[src/rtl/sall_pkg.sv]
`timescale 1ns / 1ps
// ----------------------------------------------------------------------------
// sall_pkg
// Shared types and constants of the sorted linked list table: request and
// result items, request and status codes, store control bundle.
// ----------------------------------------------------------------------------
package sall_pkg;

    localparam int TABLE_SLOTS_DEF = 64;
    localparam int VALUE_W         = 32;
    localparam int POS_W           = 7;
    localparam int OUT_SLOT_W      = 6;
    localparam int LEN_W           = 6;

    typedef enum logic [1:0] {
        REQ_INSERT    = 2'd0,
        REQ_DEL_VALUE = 2'd1,
        REQ_DEL_POS   = 2'd2,
        REQ_CLEAR     = 2'd3
    } req_type_t;

    typedef enum logic [1:0] {
        STATUS_DONE      = 2'd0,
        STATUS_DUP       = 2'd1,
        STATUS_NOT_FOUND = 2'd2,
        STATUS_FULL      = 2'd3
    } status_t;

    typedef struct packed {
        req_type_t                  req_type;
        logic signed [VALUE_W-1:0]  value;
        logic [POS_W-1:0]           position;
    } req_item_t;

    typedef struct packed {
        status_t                 status;
        logic [OUT_SLOT_W-1:0]   slot;
        logic [LEN_W-1:0]        length;
    } rsp_item_t;

    typedef struct packed {
        logic rd_en;
        logic node_we;
        logic value_we;
    } store_ctrl_t;

endpackage

[src/rtl/sall_req_if.sv]
`timescale 1ns / 1ps
// ----------------------------------------------------------------------------
// sall_req_if
// Request channel: valid/ready handshake carrying one list request.
// ----------------------------------------------------------------------------
interface sall_req_if;

    logic                 valid;
    logic                 ready;
    sall_pkg::req_item_t  payload;

    modport source (output valid, output payload, input ready);
    modport sink   (input valid, input payload, output ready);

endinterface

[src/rtl/sall_rsp_if.sv]
`timescale 1ns / 1ps
// ----------------------------------------------------------------------------
// sall_rsp_if
// Result channel: valid/ready handshake carrying status, slot and length.
// ----------------------------------------------------------------------------
interface sall_rsp_if;

    logic                 valid;
    logic                 ready;
    sall_pkg::rsp_item_t  payload;

    modport source (output valid, output payload, input ready);
    modport sink   (input valid, input payload, output ready);

endinterface

[src/rtl/sorted_array_linked_list.sv]
`timescale 1ns / 1ps
// ----------------------------------------------------------------------------
// sorted_array_linked_list
// Ascending list of distinct signed values kept in a slot table with links.
// Inserts walk the list and then scan for a free slot; deletes walk the
// list. Walk and scan read one list link or one slot at a time, set by
// the one read port of the slot store. Clear sweeps every slot of the
// table. One request in flight at a time. After reset a clearing pass
// over every slot runs before requests are taken.
// ----------------------------------------------------------------------------
module sorted_array_linked_list #(
    parameter int TABLE_SLOTS = sall_pkg::TABLE_SLOTS_DEF
) (
    input  logic        clk,
    input  logic        rst_n,
    sall_req_if.sink    req,
    sall_rsp_if.source  rsp
);

    localparam int SLOT_W = $clog2(TABLE_SLOTS);
    localparam int CMP_W  = (SLOT_W > sall_pkg::POS_W) ? SLOT_W : sall_pkg::POS_W;
    localparam logic [SLOT_W-1:0] LAST_SLOT = SLOT_W'(TABLE_SLOTS - 1);
    localparam logic [SLOT_W-1:0] HEAD_SLOT = '0;

    typedef enum logic [8:0] {
        ST_INIT      = 9'b000000001,
        ST_IDLE      = 9'b000000010,
        ST_HEAD      = 9'b000000100,
        ST_WALK      = 9'b000001000,
        ST_DECIDE    = 9'b000010000,
        ST_FREE_SLOT = 9'b000100000,
        ST_SCAN      = 9'b001000000,
        ST_LINK      = 9'b010000000,
        ST_DONE      = 9'b100000000
    } state_t;

    state_t                              state_reg, state_next;
    sall_pkg::req_type_t                 req_type_reg, req_type_next;
    logic signed [sall_pkg::VALUE_W-1:0] key_reg, key_next;
    logic [sall_pkg::POS_W-1:0]          pos_reg, pos_next;
    logic [sall_pkg::POS_W-1:0]          step_reg, step_next;
    logic [SLOT_W-1:0]                   prev_reg, prev_next;
    logic [SLOT_W-1:0]                   cur_reg, cur_next;
    logic [SLOT_W-1:0]                   nxt_reg, nxt_next;
    logic                                match_reg, match_next;
    logic [SLOT_W-1:0]                   scan_reg, scan_next;
    logic [SLOT_W-1:0]                   sweep_reg, sweep_next;
    logic                                clear_pending_reg, clear_pending_next;
    logic [SLOT_W-1:0]                   count_reg, count_next;
    sall_pkg::status_t                   res_status_reg, res_status_next;
    logic [SLOT_W-1:0]                   res_slot_reg, res_slot_next;
    logic                                out_valid_reg, out_valid_next;
    sall_pkg::rsp_item_t                 out_item_reg, out_item_next;

    sall_pkg::store_ctrl_t               store_ctrl;
    logic [SLOT_W-1:0]                   rd_addr;
    logic [SLOT_W-1:0]                   wr_addr;
    logic                                wr_free;
    logic [SLOT_W-1:0]                   wr_link;
    logic                                rd_free;
    logic [SLOT_W-1:0]                   rd_link;
    logic signed [sall_pkg::VALUE_W-1:0] rd_value;

    sall_store #(
        .TABLE_SLOTS (TABLE_SLOTS)
    ) u_store (
        .clk      (clk),
        .ctrl     (store_ctrl),
        .rd_addr  (rd_addr),
        .wr_addr  (wr_addr),
        .wr_free  (wr_free),
        .wr_link  (wr_link),
        .wr_value (key_reg),
        .rd_free  (rd_free),
        .rd_link  (rd_link),
        .rd_value (rd_value)
    );

    assign req.ready   = (state_reg == ST_IDLE);
    assign rsp.valid   = out_valid_reg;
    assign rsp.payload = out_item_reg;

    always_comb
    begin
        state_next         = state_reg;
        req_type_next      = req_type_reg;
        key_next           = key_reg;
        pos_next           = pos_reg;
        step_next          = step_reg;
        prev_next          = prev_reg;
        cur_next           = cur_reg;
        nxt_next           = nxt_reg;
        match_next         = match_reg;
        scan_next          = scan_reg;
        sweep_next         = sweep_reg;
        clear_pending_next = clear_pending_reg;
        count_next         = count_reg;
        res_status_next    = res_status_reg;
        res_slot_next      = res_slot_reg;
        out_valid_next     = out_valid_reg && !rsp.ready;
        out_item_next      = out_item_reg;
        store_ctrl         = '0;
        rd_addr            = HEAD_SLOT;
        wr_addr            = HEAD_SLOT;
        wr_free            = 1'b0;
        wr_link            = HEAD_SLOT;

        unique case (state_reg)
            ST_INIT:
            begin
                store_ctrl.node_we = 1'b1;
                wr_addr            = sweep_reg;
                wr_free            = (sweep_reg != HEAD_SLOT);
                if (sweep_reg == LAST_SLOT)
                begin
                    count_next = '0;
                    if (clear_pending_reg)
                    begin
                        clear_pending_next = 1'b0;
                        res_status_next    = sall_pkg::STATUS_DONE;
                        res_slot_next      = HEAD_SLOT;
                        state_next         = ST_DONE;
                    end
                    else
                    begin
                        state_next = ST_IDLE;
                    end
                end
                else
                begin
                    sweep_next = sweep_reg + SLOT_W'(1);
                end
            end

            ST_IDLE:
            begin
                if (req.valid)
                begin
                    req_type_next = req.payload.req_type;
                    key_next      = req.payload.value;
                    pos_next      = req.payload.position;
                    prev_next     = HEAD_SLOT;
                    step_next     = sall_pkg::POS_W'(1);
                    unique case (req.payload.req_type)
                        sall_pkg::REQ_INSERT,
                        sall_pkg::REQ_DEL_VALUE:
                        begin
                            store_ctrl.rd_en = 1'b1;
                            state_next       = ST_HEAD;
                        end
                        sall_pkg::REQ_DEL_POS:
                        begin
                            if (req.payload.position == '0 ||
                                CMP_W'(req.payload.position) > CMP_W'(count_reg))
                            begin
                                res_status_next = sall_pkg::STATUS_NOT_FOUND;
                                res_slot_next   = HEAD_SLOT;
                                state_next      = ST_DONE;
                            end
                            else
                            begin
                                store_ctrl.rd_en = 1'b1;
                                state_next       = ST_HEAD;
                            end
                        end
                        sall_pkg::REQ_CLEAR:
                        begin
                            sweep_next         = HEAD_SLOT;
                            clear_pending_next = 1'b1;
                            state_next         = ST_INIT;
                        end
                    endcase
                end
            end

            ST_HEAD:
            begin
                cur_next   = rd_link;
                match_next = 1'b0;
                if (rd_link == HEAD_SLOT)
                begin
                    state_next = ST_DECIDE;
                end
                else
                begin
                    store_ctrl.rd_en = 1'b1;
                    rd_addr          = rd_link;
                    state_next       = ST_WALK;
                end
            end

            ST_WALK:
            begin
                if (req_type_reg == sall_pkg::REQ_DEL_POS)
                begin
                    if (step_reg == pos_reg)
                    begin
                        match_next = 1'b1;
                        nxt_next   = rd_link;
                        state_next = ST_DECIDE;
                    end
                    else
                    begin
                        prev_next = cur_reg;
                        cur_next  = rd_link;
                        step_next = step_reg + sall_pkg::POS_W'(1);
                        if (rd_link == HEAD_SLOT)
                        begin
                            state_next = ST_DECIDE;
                        end
                        else
                        begin
                            store_ctrl.rd_en = 1'b1;
                            rd_addr          = rd_link;
                        end
                    end
                end
                else if (rd_value < key_reg)
                begin
                    prev_next = cur_reg;
                    cur_next  = rd_link;
                    if (rd_link == HEAD_SLOT)
                    begin
                        state_next = ST_DECIDE;
                    end
                    else
                    begin
                        store_ctrl.rd_en = 1'b1;
                        rd_addr          = rd_link;
                    end
                end
                else
                begin
                    match_next = (rd_value == key_reg);
                    nxt_next   = rd_link;
                    state_next = ST_DECIDE;
                end
            end

            ST_DECIDE:
            begin
                res_slot_next = HEAD_SLOT;
                if (req_type_reg == sall_pkg::REQ_INSERT)
                begin
                    if (match_reg)
                    begin
                        res_status_next = sall_pkg::STATUS_DUP;
                        state_next      = ST_DONE;
                    end
                    else if (count_reg == LAST_SLOT)
                    begin
                        res_status_next = sall_pkg::STATUS_FULL;
                        state_next      = ST_DONE;
                    end
                    else
                    begin
                        store_ctrl.rd_en = 1'b1;
                        rd_addr          = SLOT_W'(1);
                        scan_next        = SLOT_W'(1);
                        state_next       = ST_SCAN;
                    end
                end
                else if (match_reg)
                begin
                    store_ctrl.node_we = 1'b1;
                    wr_addr            = prev_reg;
                    wr_link            = nxt_reg;
                    count_next         = count_reg - SLOT_W'(1);
                    res_slot_next      = cur_reg;
                    state_next         = ST_FREE_SLOT;
                end
                else
                begin
                    res_status_next = sall_pkg::STATUS_NOT_FOUND;
                    state_next      = ST_DONE;
                end
            end

            ST_FREE_SLOT:
            begin
                store_ctrl.node_we = 1'b1;
                wr_addr            = cur_reg;
                wr_free            = 1'b1;
                res_status_next    = sall_pkg::STATUS_DONE;
                state_next         = ST_DONE;
            end

            ST_SCAN:
            begin
                if (rd_free)
                begin
                    store_ctrl.node_we  = 1'b1;
                    store_ctrl.value_we = 1'b1;
                    wr_addr             = scan_reg;
                    wr_link             = cur_reg;
                    count_next          = count_reg + SLOT_W'(1);
                    res_slot_next       = scan_reg;
                    state_next          = ST_LINK;
                end
                else
                begin
                    store_ctrl.rd_en = 1'b1;
                    rd_addr          = scan_reg + SLOT_W'(1);
                    scan_next        = scan_reg + SLOT_W'(1);
                end
            end

            ST_LINK:
            begin
                store_ctrl.node_we = 1'b1;
                wr_addr            = prev_reg;
                wr_link            = scan_reg;
                res_status_next    = sall_pkg::STATUS_DONE;
                state_next         = ST_DONE;
            end

            ST_DONE:
            begin
                if (!out_valid_reg || rsp.ready)
                begin
                    out_valid_next       = 1'b1;
                    out_item_next.status = res_status_reg;
                    out_item_next.slot   = sall_pkg::OUT_SLOT_W'(res_slot_reg);
                    out_item_next.length = sall_pkg::LEN_W'(count_reg);
                    state_next           = ST_IDLE;
                end
            end

            default:
            begin
                state_next = ST_IDLE;
            end
        endcase
    end

    always_ff @(posedge clk or negedge rst_n)
    begin
        if (!rst_n)
        begin
            state_reg         <= ST_INIT;
            sweep_reg         <= '0;
            clear_pending_reg <= 1'b0;
            count_reg         <= '0;
            out_valid_reg     <= 1'b0;
        end
        else
        begin
            state_reg         <= state_next;
            sweep_reg         <= sweep_next;
            clear_pending_reg <= clear_pending_next;
            count_reg         <= count_next;
            out_valid_reg     <= out_valid_next;
        end
    end

    always_ff @(posedge clk)
    begin
        req_type_reg   <= req_type_next;
        key_reg        <= key_next;
        pos_reg        <= pos_next;
        step_reg       <= step_next;
        prev_reg       <= prev_next;
        cur_reg        <= cur_next;
        nxt_reg        <= nxt_next;
        match_reg      <= match_next;
        scan_reg       <= scan_next;
        res_status_reg <= res_status_next;
        res_slot_reg   <= res_slot_next;
        out_item_reg   <= out_item_next;
    end

    // free scan only starts when a slot is known to be free
    assert property (@(posedge clk) disable iff (!rst_n)
        (state_reg == ST_SCAN) |-> (count_reg != LAST_SLOT))
    else $error("free scan with a full table");

    // store is never read and written in the same cycle
    assert property (@(posedge clk) disable iff (!rst_n)
        store_ctrl.node_we |-> !store_ctrl.rd_en)
    else $error("store read overlaps a write");

    // a successful delete has already dropped the count by one
    assert property (@(posedge clk) disable iff (!rst_n)
        (state_reg == ST_FREE_SLOT) |-> (count_reg == $past(count_reg) - SLOT_W'(1)))
    else $error("delete did not decrement the count");

    // finishing a request always presents a result next cycle
    assert property (@(posedge clk) disable iff (!rst_n)
        (state_reg == ST_DONE && (!out_valid_reg || rsp.ready)) |=> rsp.valid)
    else $error("finished request produced no result");

endmodule

[src/rtl/sall_store.sv]
`timescale 1ns / 1ps
// ----------------------------------------------------------------------------
// sall_store
// Slot storage: node memory holding free mark and next link per slot, and
// value memory. One write port, one shared read address, registered read.
// ----------------------------------------------------------------------------
module sall_store #(
    parameter int TABLE_SLOTS = sall_pkg::TABLE_SLOTS_DEF
) (
    input  logic                                 clk,
    input  sall_pkg::store_ctrl_t                ctrl,
    input  logic [$clog2(TABLE_SLOTS)-1:0]       rd_addr,
    input  logic [$clog2(TABLE_SLOTS)-1:0]       wr_addr,
    input  logic                                 wr_free,
    input  logic [$clog2(TABLE_SLOTS)-1:0]       wr_link,
    input  logic signed [sall_pkg::VALUE_W-1:0]  wr_value,
    output logic                                 rd_free,
    output logic [$clog2(TABLE_SLOTS)-1:0]       rd_link,
    output logic signed [sall_pkg::VALUE_W-1:0]  rd_value
);

    localparam int SLOT_W = $clog2(TABLE_SLOTS);

    logic [SLOT_W:0]                     node_mem  [TABLE_SLOTS];
    logic signed [sall_pkg::VALUE_W-1:0] value_mem [TABLE_SLOTS];

    always_ff @(posedge clk)
    begin
        if (ctrl.node_we)
        begin
            node_mem[wr_addr] <= {wr_free, wr_link};
        end
        if (ctrl.rd_en)
        begin
            {rd_free, rd_link} <= node_mem[rd_addr];
        end
    end

    always_ff @(posedge clk)
    begin
        if (ctrl.value_we)
        begin
            value_mem[wr_addr] <= wr_value;
        end
        if (ctrl.rd_en)
        begin
            rd_value <= value_mem[rd_addr];
        end
    end

endmodule

[src/flat_wrapper.sv]
// flat-port wrapper written by rule: the top's interface ports become plain ports
module sorted_array_linked_list_flat 
#(
    parameter int TABLE_SLOTS = sall_pkg::TABLE_SLOTS_DEF
)
  (clk, rst_n, req_valid, req_payload, req_ready, rsp_valid, rsp_payload, rsp_ready);
  sall_req_if req_i ();
  sall_rsp_if rsp_i ();
  input  logic clk;
  input  logic rst_n;
  input wire logic [$bits(req_i.valid)-1:0] req_valid;
  input wire logic [$bits(req_i.payload)-1:0] req_payload;
  output wire logic [$bits(req_i.ready)-1:0] req_ready;
  output wire logic [$bits(rsp_i.valid)-1:0] rsp_valid;
  output wire logic [$bits(rsp_i.payload)-1:0] rsp_payload;
  input wire logic [$bits(rsp_i.ready)-1:0] rsp_ready;
  assign req_i.valid = req_valid;
  assign req_i.payload = req_payload;
  assign req_ready = req_i.ready;
  assign rsp_valid = rsp_i.valid;
  assign rsp_payload = rsp_i.payload;
  assign rsp_i.ready = rsp_ready;
  sorted_array_linked_list #(.TABLE_SLOTS(TABLE_SLOTS)) u_core (.clk(clk), .rst_n(rst_n), .req(req_i), .rsp(rsp_i));
endmodule
[config.mk]
export PLATFORM = sky130hd
export DESIGN_NAME = sorted_array_linked_list_flat
export DESIGN_NICKNAME = d
export VERILOG_FILES = /design/src/rtl/sall_pkg.sv /design/src/rtl/sall_req_if.sv /design/src/rtl/sall_rsp_if.sv /design/src/rtl/sorted_array_linked_list.sv /design/src/rtl/sall_store.sv /design/src/flat_wrapper.sv
export SDC_FILE = /design/constraint.sdc
export NUM_CORES = 2
export LEC_CHECK = 0
export BUFFER_PORTS_ARGS = -buffer_cell sky130_fd_sc_hd__buf_2
export CORE_MARGIN = 10
export CORE_UTILIZATION = 45
export CTS_CLUSTER_SIZE = 10
export DETAILED_ROUTE_END_ITERATION = 8
export PLACE_DENSITY = 0.69
export SYNTH_ARGS = -nofsm -noshare
export SYNTH_HDL_FRONTEND = slang
export SYNTH_SLANG_ARGS = --single-unit
[constraint.sdc]
create_clock -name clk -period 10.2 [get_ports clk]
set_input_delay 0.51 -clock clk [delete_from_list [all_inputs] [get_ports clk]]
set_output_delay 0.51 -clock clk [all_outputs]
set_load 0.02 [all_outputs]
Word level (Yosys, flattened, before mapping)
Memory sizes are Yosys's and may differ from the RTL's. A register that Yosys moved wholly into a read port is not among the register bits.
Index checks and enable logic that the tools add are counted.
Storage, ports and cells
  bits of input ports: 45
  memory bits (writable): 2496
  register bits after elaboration: 118
  memories kept: 2
Memory list
  u_core.u_store.value_mem: depth 64, bits a word 32, read ports 1, clocked after memory_dff 1, wr ports 1, RTL line sall_store.sv:25  | logic signed [sall_pkg::VALUE_W-1:0] value_mem [TABLE_SLOTS];
  u_core.u_store.node_mem: depth 64, bits a word 7, read ports 1, clocked after memory_dff 1, wr ports 1, RTL line sall_store.sv:24  | logic [SLOT_W:0] node_mem [TABLE_SLOTS];
Cells by class
  $lt $le $gt $ge: 2
  equal/unequal tests: 42
  $add $sub $neg: 5
  reductions and logical operators: 34
  mux-type cells: 115
Operators by type and width (number)
  $mux W6: 42
  $mux W9: 14
  $pmux W9 S8: 1
  $pmux W6 S2: 4
  $pmux W6 S4: 2
  $pmux W6 S3: 2
  $eq A32 B32 Y1: 1
  $lt A32 B32 Y1: 1
  $pmux W6 S5: 1
  $pmux W9 S3: 1
  $mux W1: 26
  $mux W7: 3
  $mux W2: 10
  $ne A2 B1 Y1 const B: 10
  $reduce_and A4 Y1: 5
  $add A6 B1 Y6 const B: 3
  $ne A2 B2 Y1 const B: 9
  $pmux W7 S2: 1
  $eq A6 B6 Y1 const B: 2
  $reduce_and A5 Y1: 2
  $eq A9 B1 Y1 const B: 1
  $eq A9 B2 Y1 const B: 1
  $eq A9 B3 Y1 const B: 1
  $eq A9 B4 Y1 const B: 1
  36 further kinds: 54

Logic depth before layout (Yosys ltp)
  word-level depth: 6
  mapped depth: 19

Cells and area by module
Synthesis repeated with hierarchy kept, for this count alone.
Unflattened totals
  cells, all modules: 4634
  area total of the unflattened synthesis: 102881.2 sq um
By module, submodules not included
  sall_store: sequential area each 76123.0 sq um, instances 1, cells an instance 4095, area each 96730.3 sq um
  sorted_array_linked_list: sequential area each 3429.5 sq um, instances 1, cells an instance 539, area each 6150.9 sq um

Least setup slack after synthesis
OpenSTA, ideal clock, no wires.
  kind: reg2reg
  from: reg u_core.key_reg[17] (netlist bit)
  to: reg u_core.u_store.rd_value[31] (netlist bit) (read register of u_core.u_store.value_mem), data pin
  path slack: 5.366 ns
  arrival time: 4.569 ns
  period minus slack after synthesis: 4.834 ns
  library setup time: 0.265 ns
  cell stages (with the launch flop): 17
  cell sequence: edfxtp_1 -> inv_1 -> ha_1 -> a21o_1 -> a221o_1 -> a21oi_1 -> o211ai_1 -> a2111oi_1 -> nor2_1 -> inv_1 -> o2bb2ai_1 -> buf_4 -> clkbuf_1 -> o22ai_1 -> or4_1 -> a221oi_1 -> nor3_1
On the way
  cells in the longest elaborated chain, start to end: 4
Ends and longest elaborated chain
  start: declaration: RTL line sorted_array_linked_list.sv:39  | logic signed [sall_pkg::VALUE_W-1:0] key_reg, key_next;
  start signal: assignment: RTL line sorted_array_linked_list.sv:359  | key_reg <= key_next;
  $lt A32 B32 Y1 (*): RTL line sorted_array_linked_list.sv:218  | else if (rd_value < key_reg)
  $mux W1 or $mux W6 (tied branches): RTL line sorted_array_linked_list.sv:218
  $mux W1 or $mux W6 (tied branches): RTL line sorted_array_linked_list.sv:194  | if (req_type_reg == sall_pkg::REQ_DEL_POS)
  $pmux W1 S5 or $pmux W6 S4 (tied branches): RTL line sorted_array_linked_list.sv:108  | unique case (state_reg)
  end: declaration: RTL line sall_store.sv:19  | output logic signed [sall_pkg::VALUE_W-1:0] rd_value
Mark *: on every way between the ends. The rest lies on a longest branch, timed or not.
A chain may end at the register's enable or synchronous reset.

Final worst setup path
  from: reg u_core.key_reg[31] (netlist bit)
  to: reg u_core.u_store.rd_value[29] (netlist bit) (read register of u_core.u_store.value_mem), data pin
The elaborated chain is that of the path after synthesis.

==> flow_summary.yaml <==
run_status:
  outcome: "finished with violations"
  violations: "max-capacitance violations"
worst_setup_path:
  crit_family: "simple AND/OR/NAND/NOR gates"
  cp-end-kind: "flip-flop"
  cp_cell_sequence: "buf_4 -> inv_1 -> ha_1 -> nand4_1 -> nor4_1 -> and4_1 -> nor3b_1 -> a2111o_1 -> a21o_4 -> buf_4 -> buf_4 -> mux2i_1 -> o22ai_1 -> or4_1 -> a221oi_1 -> nor4_1"
  r2r_slack_ns: 2.98
  crit_path_start_kind: "flip-flop"
  critical_path_arrival_ns: 7.86
  cpMostUsedCell: "buf_4"
  worstPathMaxFanout: 65
  cp_num_buf_inv: 4
  worstSetupPathType: "flip-flop to flip-flop"
  slowest_delay_ns: 0.83
  critPathSlowestCell: "buf_4"
  crit_required_ns: 10.84
die:
  die_area_um2: 247000
  core_um2: 227000
  die_x_um: 497
  die_height_um: 497
  ios: 61
  start_util_pct: 45.2
  placementRows: 175
layout:
  largest_reg_flops: 2048
  fill_cells: 17607
  area_growth_pct: 13.3
  reg.largest.list: "u_core.u_store.value_mem: 2048 flops, u_core.u_store.node_mem: 448 flops"
  drive_gt1_share_pct: 18.6
  regMostFlops: "u_core.u_store.value_mem"
  nets: 5836
  design_area_um2: 116000
  layoutNonFillerInstCount: 8790
placement:
  dp.cells: 8391
  place_congestion: 0.838
  placed_area_um2: 107000
  place_hpwl_mm: 150
  portBuffers: 60
pwr:
  p_total_uw: 23900
  seq_power_share_pct: 52.9
  power_density_nw_per_um2: 206
  p_leak_uw: 0.0396
  switching_power_uw: 5350
  power.share.clock_pct: 39.7
  vdd_drop_max_v: 0.000134
  p_comb_share_pct: 7.3
  switching_share_pct: 22.4
  p_int_uw: 18600
timing:
  slew_headroom_pct: 1.53
  finalSetupViolCount: 0
  tightest_slew_ns: 1.44
  finalHoldViolCount: 0
  setup_tns_ns: 0
  fin_hold_ws_ns: 0.119
  fmax_mhz: 139
  rsz0062_at_grt: "false"
  slew_viol_final: 0
  fin_skew_ns: 0.0673
  post-route-min-period_ns: 7.22
  fin_crit_sh_pct: 70.8
synth:
  synthesis.area_um2: 102000
  ys_types: 76
  syn-num-nets: 5508
  synth_commonest_cells: "2630 x edfxtp_1, 503 x nand2_1, 352 x mux4_2, 333 x mux2i_1, 239 x a21oi_1"
  synth_xor_area_share_pct: 0.205
  netlist_instances: 5416
  synth_top_family_by_area: "multiplexers"
  synth_warnings: 0
  seq_area_frac_synth_pct: 77.7
  async_reset_ff_share_pct: 0.867
  synth_mux_area_share_pct: 11.0
  synth_area_leaders: "edfxtp_1 77%, mux4_2 7.7%, mux2i_1 3.3%"
  synth-edff-count: 2630
  synth_seq_cells: 2653
  synth_fa_ha_area_share_pct: 0.581
  synth_simple_gate_area_share_pct: 4.20
  synth_most_common_cell: "edfxtp_1"
  synthFlopType: "edfxtp_1"
  yosys.area.top_type: "edfxtp_1"
  syn_avg_cell_area_um2: 18.9
  synth_top_area_share_pct: 77.1
  synth_compound_gate_area_share_pct: 4.71
cts:
  cts_sinks: 2653
  post_cts_buffers: 0
  clk_latency_ns: 0.94
  cts_resized: 0
  cts_tree: "built"
  numCtsBuffers: 316
  clk_transition_reported_paths_ns: 0.06
  cts_buffer_depth: 4
  cts_root_buf: "clkbuf_16"
  htreeDepth: 5
drt:
  wire_per_inst_um: 32.0
  viasPerCell: 6.33
  first_iter_violations: 8686
  route.vias.total: 55622
  firstDrtPassIters: 8
  drt-total-wl_mm: 281
  drc: 0
  drtAntennaViolNets: 0
global_routing:
  grt_pass1_wl_mm: 401
  grt_pass1_vias: 55155
  grt_overflow: 0
  grtUsageTotal_pct: 22.1
  antenna_found_initial: 14
  grt_start_max_net_pins: 135
min_path:
  hp-class: "primary input to asynchronous set/reset pin"
job:
  drv_cap: 1
## cell families (layout without fill, tap and decap cells)
group	count (synthesis)	in the layout
buffers and inverters	351	714
muxes	685	685
and+or+nand+nor	948	948
AOI/OAI and AO/OA	708	708
adders and majority gates	47	47
xor gates and xnor gates	24	24
other	0	2
DFF	2653	2653
## worst reg2reg max path: cells and delay by family, from the launching register on
kind	cells	cell delay [ns]
AND/OR/NAND/NOR	6	2.14
buffers and inverters	4	2.08
AO/OA/AOI/OAI	4	1.70
adder cells (fa/ha/maj)	1	0.44
flip-flops	1	0.33
multiplexers	1	0.25
## layout make-up
cell class	instances	area [um^2]	share of cell area (%)
Multi-Input combinational cell	2412	21900	18.8
Sequential cell	2653	79600	68.5
Timing Repair Buffer	304	2470	2.13
Tap cell	3009	3760	3.24
Inverter	57	214	0.184
Clock inverter	8	71.3	0.0614
Antenna cell	2	5.00	0.00431
Clock buffer	345	8140	7.01
## cells in the final DEF, fill, tap and decap left out, types with 5 or more instances in the layout
cell and n:
a21oi_1 238, a22o_1 81, mux4_2 352, buf_12 18, inv_2 6, nor4_1 77, dlygate4sd3_1 44, a2111oi_2 19
or4_1 60, inv_1 49, nor2_4 65, o21a_1 5, dfrtp_1 22, o21ai_0 52, nor2_1 121, clkbuf_1 23
nor4_2 13, and2_1 16, xor2_1 9, a2111oi_0 11, and3_1 11, buf_2 61, o221ai_1 7, xnor2_1 15
a22oi_1 31, nand2_1 502, nor3_1 13, o22ai_1 144, nand3_1 22, or3_1 6, buf_4 179, mux2i_1 333
a222oi_1 12, clkbuf_16 322, edfxtp_1 2630, nand4_1 8, ha_1 46, a221oi_1 59, inv_6 5
## final timing paths
check | start | endpoint | depth (start not counted)
max | u_core.key_reg[31] | u_core.u_store.rd_value[29] | 16
max in group asynchronous | rst_n | u_core.state_reg[0] | 2
max reg2reg | u_core.key_reg[31] | u_core.u_store.rd_value[29] | 16
min | rst_n | u_core.rsp.valid | 2
min reg2reg | u_core.res_slot_reg[2] | u_core.rsp.payload[8] | 0
min in group clk | req_payload[10] | u_core.key_reg[3] | 2
## through the flow
step           utilization, %  setup slack (ns)
3_3_place_gp             47.3              2.68
2_1_floorplan               -              5.37
6_report                 51.2              2.98
3_5_place_dp             47.4              3.03
4_1_cts                  51.2              3.01
5_1_grt                  51.2              2.54
## repair_timing
| item | 4_1_cts | 5_1_grt |
|---|---|---|
| setup endpoints to repair | 0 | 0 |
| hold buffers | 44 | 0 |
| hold endpoints to repair | 67 | 0 |
## metal layers
layer	vias up	GRT usage, %	routed length, um
li1	22490	-	-
met1	28691	29.6	104000
met2	3711	34.4	130000
met3	716	6.26	35200
met4	14	8.84	11800
met5	-	0	110
## power by group through the flow
stage | combinational, uW | sequential, uW | clock (uW)
5_1_grt | 1850 | 12600 | 10000
3_3_place_gp | 1660 | 12900 | 0
2_1_floorplan | 734 | 13100 | 0
3_5_place_dp | 1700 | 12900 | 0
6_report | 1750 | 12700 | 9500
4_1_cts | 1720 | 12600 | 9580
Note: power is estimated with default switching activity, not from simulation.
